--- src/design/jhc_pkg.sv ---
// Shared types and constants for the joint histogram counter.
// No dependencies.
`timescale 1ns / 1ps
package jhc_pkg;

  localparam int NUM_VALUES = 4;

  // beat action codes
  localparam logic ACT_COUNT = 1'b0;
  localparam logic ACT_READ  = 1'b1;

  // register indexes, byte address is 4x the index
  localparam logic [2:0] REG_DOMAIN  = 3'd0;
  localparam logic [2:0] REG_COLUMNS = 3'd1;
  localparam logic [2:0] REG_STRIDE0 = 3'd2;
  localparam logic [2:0] REG_STRIDE1 = 3'd3;
  localparam logic [2:0] REG_STRIDE2 = 3'd4;
  localparam logic [2:0] REG_STRIDE3 = 3'd5;

  typedef logic [31:0] word_t;
  typedef word_t [NUM_VALUES-1:0] word_vec_t;

  // one classified beat passed from the front to the back
  typedef struct packed {
    logic  is_read;
    logic  flag;
    logic  mem_ok;
    word_t idx;
  } job_t;

endpackage

--- src/design/jhc_queue.sv ---
// Two-entry queue of classified beats between front and back.
// Depends on jhc_pkg.
`timescale 1ns / 1ps
module jhc_queue import jhc_pkg::*; (
  input  logic clk,
  input  logic rst,
  input  logic push_valid,
  output logic push_ready,
  input  job_t push_data,
  output logic pop_valid,
  input  logic pop_ready,
  output job_t pop_data
);

  localparam int DEPTH = 2;
  localparam int PW    = $clog2(DEPTH);

  job_t          q [DEPTH];
  logic [PW-1:0] wr_ptr;
  logic [PW-1:0] rd_ptr;
  logic [PW:0]   cnt;
  logic          do_push;
  logic          do_pop;

  assign push_ready = (cnt != (PW+1)'(DEPTH));
  assign pop_valid  = (cnt != '0);
  assign pop_data   = q[rd_ptr];
  assign do_push    = push_valid && push_ready;
  assign do_pop     = pop_valid && pop_ready;

  always_ff @(posedge clk) begin
    if (do_push) begin
      q[wr_ptr] <= push_data;
    end
  end

  always_ff @(posedge clk) begin
    if (rst) begin
      wr_ptr <= '0;
      rd_ptr <= '0;
      cnt    <= '0;
    end else begin
      if (do_push) begin
        wr_ptr <= wr_ptr + 1'b1;
      end
      if (do_pop) begin
        rd_ptr <= rd_ptr + 1'b1;
      end
      if (do_push && !do_pop) begin
        cnt <= cnt + 1'b1;
      end else if (do_pop && !do_push) begin
        cnt <= cnt - 1'b1;
      end
    end
  end

endmodule

--- config.mk ---
export PLATFORM = sky130hd
export DESIGN_NAME = jhc_queue
export DESIGN_NICKNAME = d
export VERILOG_FILES = /design/src/design/jhc_pkg.sv /design/src/design/jhc_queue.sv
export SDC_FILE = /design/constraint.sdc
export NUM_CORES = 1
export LEC_CHECK = 0
export ABC_AREA = 1
export BUFFER_PORTS_ARGS = -buffer_cell sky130_fd_sc_hd__buf_2
export CORE_MARGIN = 2
export CORE_UTILIZATION = 45
export CTS_CLUSTER_DIAMETER = 80
export DETAILED_ROUTE_END_ITERATION = 7
export PLACE_DENSITY = 0.69
export SLEW_MARGIN = 15
export SYNTH_ARGS = -nofsm -noshare
export SYNTH_HDL_FRONTEND = slang
export SYNTH_SLANG_ARGS = --single-unit
--- constraint.sdc ---
create_clock -name clk -period 3.5 [get_ports clk]
set_input_delay 0.35 -clock clk [delete_from_list [all_inputs] [get_ports clk]]
set_output_delay 0.35 -clock clk [all_outputs]
set_load 0.005 [all_outputs]
==> results <==
- The run finished with clean final reports.
- 76 I/O pins were placed.
- Adding up every negative setup slack in the final design gives 0 ns.
- For this run, the slowest stage of the critical path takes 0.80 ns.
- The startpoint of the worst-slack reg-to-reg timing path is cnt[0].
- The biggest area consumer among synthesized cells is edfxtp_1.
- The post-CTS setup repair buffer count is 0.
- The die extent in y is 84.5 um.
- The kind of cell adding the most delay to the critical path is flip-flops.
- The buffer type at the clock tree root is clkbuf_8.
- The capturing element type of the critical path is an output pin.
- The total of buffers placed on input and output ports is 75.
- In this run the mean area of a mapped cell was 20.0 um2.
- Power spread over the standard cell area amounts to 694 nW/um2.
- The clock passes through at most 2 buffers.
- The completed layout was analyzed and its total power is 2480 uW.
- For this design the static power due to leakage is 0.00143 uW.
- The max-slew violation count is 0.
- The clock tree from TritonCTS is yes.
- The class of the worst hold path is in -> reg.
- The endpoint identified for the worst register-to-register timing path is q[1][7].
- Hold repair after CTS inserted 0 buffers.
- The count of nets left with antenna violations once routing finished came out at 0.
- At the worst endpoint, the arrival time is 1.99 ns.
- Sequential elements use 75.4% of the synthesized area.
- The first global-routing pass estimated 6.88 mm of wire.
- The critical path is of the reg -> out type.
- For this block, the initial DRC count from the detailed router was 109.
- Counting cells, the worst reg-to-reg path comes to 4.
- Once the clock tree was built, the resizer swapped 0 gates to a different size.
- The most numerous cell in the Yosys netlist is edfxtp_1.
- At the later pin of the worst-skew pair, clock insertion delay measures 0.33 ns.
- From left edge to right edge, the die measures 84.5 um.
- In the global route stage, overall resource usage came out at 12.8%.
- The final critical path takes up 66.8% of the cycle.
- In the synthesized netlist the async set-or-reset flop fraction comes to 0%.
- From synthesis to final layout, the design area changed by 22.3%.
- Yosys mapped the design onto 14 distinct sky130hd cell types.
- Of the cells placed in the final design, the portion with a size suffix greater than 1 is 55.6%.
- The CTS clock-pin slew for the worst setup and hold paths is 0.08 ns.
- Setup slack on the worst reg-to-reg path comes out at 1.64 ns.
- The antenna diode count is 0.
- The number of buffers and inverters on the critical path is 2.
- Setup repair after global routing left no endpoint under its margin.
- For this block, the routed nets add up to 4.51 mm of wire.
- The critical-path maximum fanout is 23.
- The via count of the first global-routing pass is 1413.
- The maximum number of pins on one net before global-route repair is 36.
- The worst hold path stage count is 1.
- The die area is 7150 um2.
- The net count of the mapped netlist is 186.
- At the worst endpoint, the required time is 3.15 ns.
- The total count of hold-check failures in the final report is 0.
- The worst min-delay path startpoint is push_data[19].
- The initial antenna violation count is 0.
- The post-synthesis instance total is 146.
- In this run the biggest area consumer among cell types represents 72.0% of the synthesized area.
- Ranked by total cell area, the synthesized netlist is headed by edfxtp_1 72%, mux2_4 15%, dfxtp_1 3.4%.
- The first detailed-routing pass ran for 4 iterations.
- Sorting the synthesized cells by how often they occur yields 70 x edfxtp_1, 30 x mux2_4, 9 x nand2_1.
- The worst setup path is launched from a flip-flop.
- The cell at the slowest stage of the critical path is dfxtp_2.
- Across all layers, the routed design uses 1468 vias.
- The maximum achievable frequency is 428 MHz.
- The number of design rule violations left after detail routing is 0.
- The worst path in the final design needs a cycle of 2.34 ns, including I/O delays and setup.
- The number of register bits inferred by synthesis is 75.
- The critical path goes through buf_4, mux2_4, buf_2.
- In the routed layout, each cell is associated on average with a via count of 4.72.
- The Yosys step of the flow raised 0 warnings.
- The end point of the worst hold path is q[0][19].
- The netlist area before placement is 2920 um2.
- The measured slew at the worst slew-check pin is 1.01 ns.
- Routability-driven placement finished with a final weighted congestion of 0.675.
- For this run, the post-layout net count is 269.
- The average wire per cell in the routed design is 14.5 um.
- The level count of the clock H-tree is 3.
- The wire-length estimate of the detail-placed layout is 3.08 mm.
- The placeable core region is 6310 um2.
- The initial utilization of the core area, before any placement, comes to 46.2%.
- The number of standard-cell rows in the floorplan is 29.
- In this run the tightest slew margin relative to its limit is 32.3%.
- The largest clock skew in the final design is 0.00665 ns.
- The final-report setup violation count is 0.
- In this run, synthesis inferred 70 flip-flops with an integrated enable.
- The most used flip-flop cell after synthesis is edfxtp_1.
- Across the run, the number of max-cap violations was 0.
- The number of clock buffers inserted by TritonCTS is 9.
- The worst voltage drop across the vdd grid is 0.390 mV.
- For this design, the sink count on the clock tree is 75.
- The remaining global-route overflow is 0.
cells in the final DEF, fill, tap and decap left out:
cell type / count
mux2_2: 5
nand3_1: 2
o21ai_0: 2
nor2_1: 5
dfxtp_1: 4
buf_4: 1
nand4_1: 1
ha_1: 1
bufinv_16: 2
mux2_4: 30
clkinv_4: 4
a21oi_1: 2
nor2_4: 2
clkbuf_8: 9
buf_2: 75
edfxtp_1: 70
nand2_1: 9
clkinvlp_4: 1
inv_1: 8
dfxtp_2: 1
worst max path at each step:
stage / from / to / slack (ns) / cells after the start
finish: flip-flop / pop_data[27] / 1.16 / 3
floorplan: cnt[0] / q[0][0] / 1.03 / 4
global route: flip-flop / pop_data[24] / 1.06 / 3
detailed placement: flip-flop / pop_data[27] / 1.49 / 3
CTS: flip-flop / pop_data[27] / 1.12 / 3
global placement: flip-flop / pop_data[27] / 1.50 / 3
state kept, by name, summed over array words and instances (netlist names), named ones only:
signal,count
wr_ptr,1
cnt,2
rd_ptr,1
q,70
stage by stage:
step / instance area [um2] / std cells / setup WS (ns) / hold slack (ns) / utilization (%)
4_1_cts: 3570 / 311 / 1.12 / 0.182 / 56.5
3_5_place_dp: 3340 / 295 / 1.49 / 0.496 / 53.0
6_report: 3570 / 311 / 1.16 / 0.200 / 56.5
2_1_floorplan: 2920 / 146 / 1.03 / 0.449 / -
5_1_grt: 3570 / 311 / 1.06 / 0.175 / 56.5
3_3_place_gp: 3340 / 295 / 1.50 / 0.481 / 53.0
where the power goes:
part / internal [uW] / total (uW) / switching, uW
logic: 307 / 551 / 244
registers: 1140 / 1210 / 73.7
clock network: 406 / 717 / 311
total: 1850 / 2480 / 629
cell families (layout without fill, tap and decap cells):
kind of cell | Yosys count | after routing | share of synthesized area [%]
AOI/OAI and AO/OA | 4 | 4 | 0.686
adders and majority gates | 1 | 1 | 0.429
buffers and inverters | 12 | 100 | 3.47
DFF | 75 | 75 | 75.4
muxes | 35 | 35 | 17.4
and+or+nand+nor | 19 | 19 | 2.61
area by class of cell:
| class | instances | area, um2 |
|---|---|---|
| clock buffers | 9 | 124 |
| clock inverters | 7 | 103 |
| fillers | 511 | 2740 |
| inverters | 8 | 30.0 |
| multi-input cells | 59 | 631 |
| flip-flops and latches | 75 | 2200 |
| well taps | 77 | 96.3 |
| repair buffers | 76 | 383 |
routing by layer:
| metal | share of wire, % | global-route usage, % |
|---|---|---|
| met1 | 40 | 15.7 |
| met2 | 51 | 20.1 |
| met3 | 6.7 | 5.11 |
| met4 | 2.3 | 5.92 |
| met5 | 0 | 0 |
No activity file was read; power rests on OpenSTA's default activity.
