File: config.mk
export PLATFORM = sky130hd
export DESIGN_NAME = jhc_front
export DESIGN_NICKNAME = d
export VERILOG_FILES = /design/src/design/jhc_pkg.sv /design/src/design/jhc_front.sv
export SDC_FILE = /design/constraint.sdc
export NUM_CORES = 2
export LEC_CHECK = 0
export BUFFER_PORTS_ARGS = -buffer_cell sky130_fd_sc_hd__clkbuf_2
export CAP_MARGIN = 20
export CORE_MARGIN = 5
export CORE_UTILIZATION = 41
export CTS_CLUSTER_SIZE = 40
export DETAILED_ROUTE_END_ITERATION = 8
export GPL_ROUTABILITY_DRIVEN = 1
export SYNTH_ARGS = -nofsm -noshare
export SYNTH_HDL_FRONTEND = slang
export SYNTH_SLANG_ARGS = --single-unit
File: constraint.sdc
create_clock -name clk -period 23.1 [get_ports clk]
set_input_delay 2.31 -clock clk [delete_from_list [all_inputs] [get_ports clk]]
set_output_delay 2.31 -clock clk [all_outputs]
set_load 0.01 [all_outputs]
File: src/design/jhc_pkg.sv
// Shared types and constants for the joint histogram counter.
// No dependencies.
`timescale 1ns / 1ps
package jhc_pkg;

  localparam int NUM_VALUES = 4;

  // beat action codes
  localparam logic ACT_COUNT = 1'b0;
  localparam logic ACT_READ  = 1'b1;

  // register indexes, byte address is 4x the index
  localparam logic [2:0] REG_DOMAIN  = 3'd0;
  localparam logic [2:0] REG_COLUMNS = 3'd1;
  localparam logic [2:0] REG_STRIDE0 = 3'd2;
  localparam logic [2:0] REG_STRIDE1 = 3'd3;
  localparam logic [2:0] REG_STRIDE2 = 3'd4;
  localparam logic [2:0] REG_STRIDE3 = 3'd5;

  typedef logic [31:0] word_t;
  typedef word_t [NUM_VALUES-1:0] word_vec_t;

  // one classified beat passed from the front to the back
  typedef struct packed {
    logic  is_read;
    logic  flag;
    logic  mem_ok;
    word_t idx;
  } job_t;

endpackage

File: src/design/jhc_front.sv
// Front end: accepts input beats, forms the bin index with one shared multiplier
// and classifies the beat. Depends on jhc_pkg.
`timescale 1ns / 1ps
module jhc_front import jhc_pkg::*; #(
  parameter int BINS    = 65536,
  parameter int COLUMNS = 4
) (
  input  logic        clk,
  input  logic        rst,
  input  logic        clearing,
  input  logic [16:0] domain_size,
  input  logic [2:0]  columns_in_use,
  input  word_vec_t   strides,
  input  logic        in_valid,
  output logic        in_ready,
  input  logic        action,
  input  logic [31:0] value_col0,
  input  logic [31:0] value_col1,
  input  logic [31:0] value_col2,
  input  logic [31:0] value_col3,
  input  logic [15:0] read_bin,
  output logic        job_valid,
  input  logic        job_ready,
  output job_t        job
);

  localparam logic [1:0] F_IDLE = 2'd0;
  localparam logic [1:0] F_CALC = 2'd1;
  localparam logic [1:0] F_PUSH = 2'd2;

  localparam logic [2:0] COL_LIMIT = (COLUMNS < NUM_VALUES) ? 3'(COLUMNS) : 3'(NUM_VALUES);
  localparam word_t BINS_W = word_t'(BINS);

  logic [1:0]  state;
  logic [2:0]  col;
  word_t       prod;
  logic        prod_vld;
  word_t       acc;
  logic        act;
  word_vec_t   vals;
  logic [15:0] rbin;

  logic [2:0]  ncol;
  word_t       dom_w;
  word_t       eff_dom;
  word_t       val_sel;
  word_t       stride_sel;
  word_t       mul_lo;
  word_t       read_idx;

  assign ncol       = (columns_in_use > COL_LIMIT) ? COL_LIMIT : columns_in_use;
  assign dom_w      = {15'b0, domain_size};
  assign eff_dom    = (dom_w > BINS_W) ? BINS_W : dom_w;
  assign val_sel    = vals[col[1:0]];
  assign stride_sel = strides[col[1:0]];
  assign mul_lo     = val_sel * stride_sel;
  assign read_idx   = {16'b0, rbin};

  assign in_ready  = (state == F_IDLE) && !clearing;
  assign job_valid = (state == F_PUSH);

  always_comb begin
    job.is_read = act;
    if (act == ACT_READ) begin
      job.idx    = read_idx;
      job.flag   = (read_idx >= eff_dom);
      job.mem_ok = (read_idx < BINS_W);
    end else begin
      job.idx    = acc;
      job.flag   = (acc >= eff_dom);
      job.mem_ok = (acc < eff_dom);
    end
  end

  always_ff @(posedge clk) begin
    if (rst) begin
      state    <= F_IDLE;
      prod_vld <= 1'b0;
      col      <= '0;
    end else begin
      unique case (state)
        F_IDLE: begin
          if (in_valid && in_ready) begin
            act      <= action;
            vals     <= {value_col3, value_col2, value_col1, value_col0};
            rbin     <= read_bin;
            col      <= '0;
            prod_vld <= 1'b0;
            acc      <= '0;
            state    <= (action == ACT_READ) ? F_PUSH : F_CALC;
          end
        end
        F_CALC: begin
          if (prod_vld) begin
            acc <= acc + prod;
          end
          if (col < ncol) begin
            prod     <= mul_lo;
            prod_vld <= 1'b1;
            col      <= col + 3'd1;
          end else begin
            prod_vld <= 1'b0;
          end
          if ((col >= ncol) && !prod_vld) begin
            state <= F_PUSH;
          end
        end
        F_PUSH: begin
          if (job_ready) begin
            state <= F_IDLE;
          end
        end
        default: begin
          state <= F_IDLE;
        end
      endcase
    end
  end

endmodule

==> reports/metrics.cfg <==
[sta]
slew_headroom = 0.295
tightest_slew_ns = 1.04
fin_crit_sh = 0.419
finalMaxSlewViolations = 0
fin_skew_ns = 0.0212
tns_ns = 0
setup_ws_ns = 13.42
finalCriticalPeriod_ns = 9.68
max_freq_mhz = 103
rsz0062_at_grt = false
whs_ns = 0.497
setup_viol = 0
hold_viol_final = 0

[clock_tree]
htree_levels = 1
postCtsHoldBufs = 0
clk_latency_ns = 0.59
root_buffer = clkbuf_16
cts.clk_slew.worst_paths_ns = 0.06
cts-resized-gates = 0
cts_num_sinks = 215
cts_buffers = 27
postCtsSetupRepairBufs = 0
tritoncts = yes
clockBufferDepth = 3

[setup_path]
cpPeakStageDelay_ns = 0.87
worstSetupPathType = reg2reg
cpMostUsedCell = fa_1
startpoint_type = flip-flop
worstSetupEndpointType = flip-flop
arrival_ns = 9.97
slowest_stage = dfxtp_4
cp_max_fo = 59
cp.required_ns = 23.39

[placement]
place_worst_setup_slack_ns = 12.96
numPortBuffers = 334
hpwl_um = 64700
gp_congestion = 0.935

[grt]
grt_start_max_net_pins = 74
grt_pass1_vias = 21800
grt_pass1_wl_um = 124000
antenna_found_initial = 1
grt_overflow = 0
grt_use_total = 0.222

[synthesis]
yosysTopAreaCellShare = 0.305
yosys.area.top_type = fa_1
async_flop_share = 0
synth_seq_area_share = 0.238
yosysUniqueCellTypes = 63
yosys_warnings = 0
synth-seq-cells = 215
syn-num-nets = 3517
synth_edf_count = 209
netlist_instances = 2619
synth.area.top_cells = fa_1 30%, edfxtp_1 23%, ha_1 8.9%
synthFlopType = edfxtp_1
avgSynthCellArea_sq_um = 10.3
syn_area_sq_mm = 0.0269

[cells_and_area]
fillCellCount = 6163
drive_gt1_frac = 0.164
syn_to_final_growth_pct = 12.6
fin_nets = 3816
antennaDiodeCount = 0

[hold_path]
hp-class = reg2reg

[outcome]
status = completed

[route]
ant_nets = 0
drtIter0Drc = 1268
vias = 19600
firstDrtPassIters = 5
drc_errors = 0
wl_per_cell_um = 20.7
vias_per_cell = 5.17
wl_um = 78500

[die]
fp.dieArea_sq_mm = 0.0707
die_x_um = 266
num_rows = 93
start_util = 0.415
chipHeight_um = 266
ioPinCount = 335
core_area_sq_mm = 0.0647

[flow_run]
cap_violations = 0

metal layers:
layer	vias to the layer above	share of wire	global-route usage
li1	8959	-	-
met1	9831	0.40	0.275
met2	712	0.49	0.392
met3	126	0.067	0.0426
met4	0	0.039	0.0775
met5	-	0	0
logic make-up after synthesis:
group / count (synthesis) / share of synthesized area
compound gates: 199 / 0.0480
xor+xnor: 113 / 0.0371
fa+ha+maj: 600 / 0.394
buf+inv: 497 / 0.0754
flops: 215 / 0.238
mux: 154 / 0.0738
simple gates: 841 / 0.134
metrics by stage:
step | utilization | cell area (sq um) | instances
after CTS | 0.467 | 30200 | 3793
after global placement | 0.454 | 29400 | 3744
final | 0.467 | 30200 | 3793
after global routing | 0.467 | 30200 | 3793
after detailed placement | 0.454 | 29400 | 3744
after floorplan | - | 26900 | 2619
final timing paths:
kind	from	cells after the start	endpoint	slack, ns
setup / recovery	col[1]	29	prod[31]	13.42
hold / removal	prod_vld	2	prod_vld	0.50
setup reg to reg	col[1]	29	prod[31]	13.42
hold reg to reg	prod_vld	2	prod_vld	0.50
Yosys cell counts (6+ instances only):
cell	n
clkbuf_1	69
nand2b_1	23
nand4_1	10
ha_1	191
mux2i_2	14
dfxtp_1	6
nor4_1	9
a21o_1	36
nor2_1	304
mux2i_1	91
a31oi_1	7
inv_1	402
o21bai_1	7
nand2_1	353
buf_6	9
nor2b_1	38
nor3_1	13
o21a_1	22
nand3_1	10
xnor2_1	81
a211oi_1	10
fa_1	409
mux4_2	25
o21ai_0	31
xor2_1	31
buf_4	8
a21oi_1	57
mux2_2	20
and2_1	63
edfxtp_1	209
cells in the final DEF (no fill, tap or decap), types with 8 or more instances in the layout:
cell type	instances
fa_1	409
inv_1	402
nand2_1	353
clkbuf_2	334
nor2_1	302
edfxtp_1	209
ha_1	191
mux2i_1	86
xnor2_1	81
and2_1	63
a21oi_1	56
nor2b_1	38
a21o_1	36
xor2_1	31
o21ai_0	31
buf_4	30
clkbuf_16	27
mux4_2	25
nand2b_1	23
o21a_1	22
mux2_2	20
mux2i_2	19
nor3_1	13
nand4_1	10
nand3_1	10
a211oi_1	10
nor4_1	9
clkinv_1	8
flip-flops by register name (all words and copies together), names as in the netlist:
signal	count
acc	32
vals	128
prod_vld	1
col	3
prod	32
act	1
state	2
rbin	16
critical path, delay by kind of cell, from the launching register on:
family	cells	cell delay, ns
flip-flops	1	0.87
buffers and inverters	7	1.13
AO/OA/AOI/OAI	8	1.63
AND/OR/NAND/NOR	3	0.82
multiplexers	1	0.32
XOR/XNOR	1	0.11
adder cells (fa/ha/maj)	9	4.43
cell type report:
| cell class | instances | area (sq um) | area share |
|---|---|---|---|
| Tap cell | 855 | 1070 | 0.0354 |
| Clock buffer | 33 | 698 | 0.0231 |
| Multi-Input combinational cell | 1907 | 18500 | 0.611 |
| Sequential cell | 215 | 6400 | 0.212 |
| Inverter | 403 | 1510 | 0.0500 |
| Timing Repair Buffer | 364 | 1900 | 0.0627 |
| Clock inverter | 16 | 178 | 0.00588 |
Power is not shown: default switching activity piles up to over one toggle a cycle in this logic, so the estimate is an artifact.
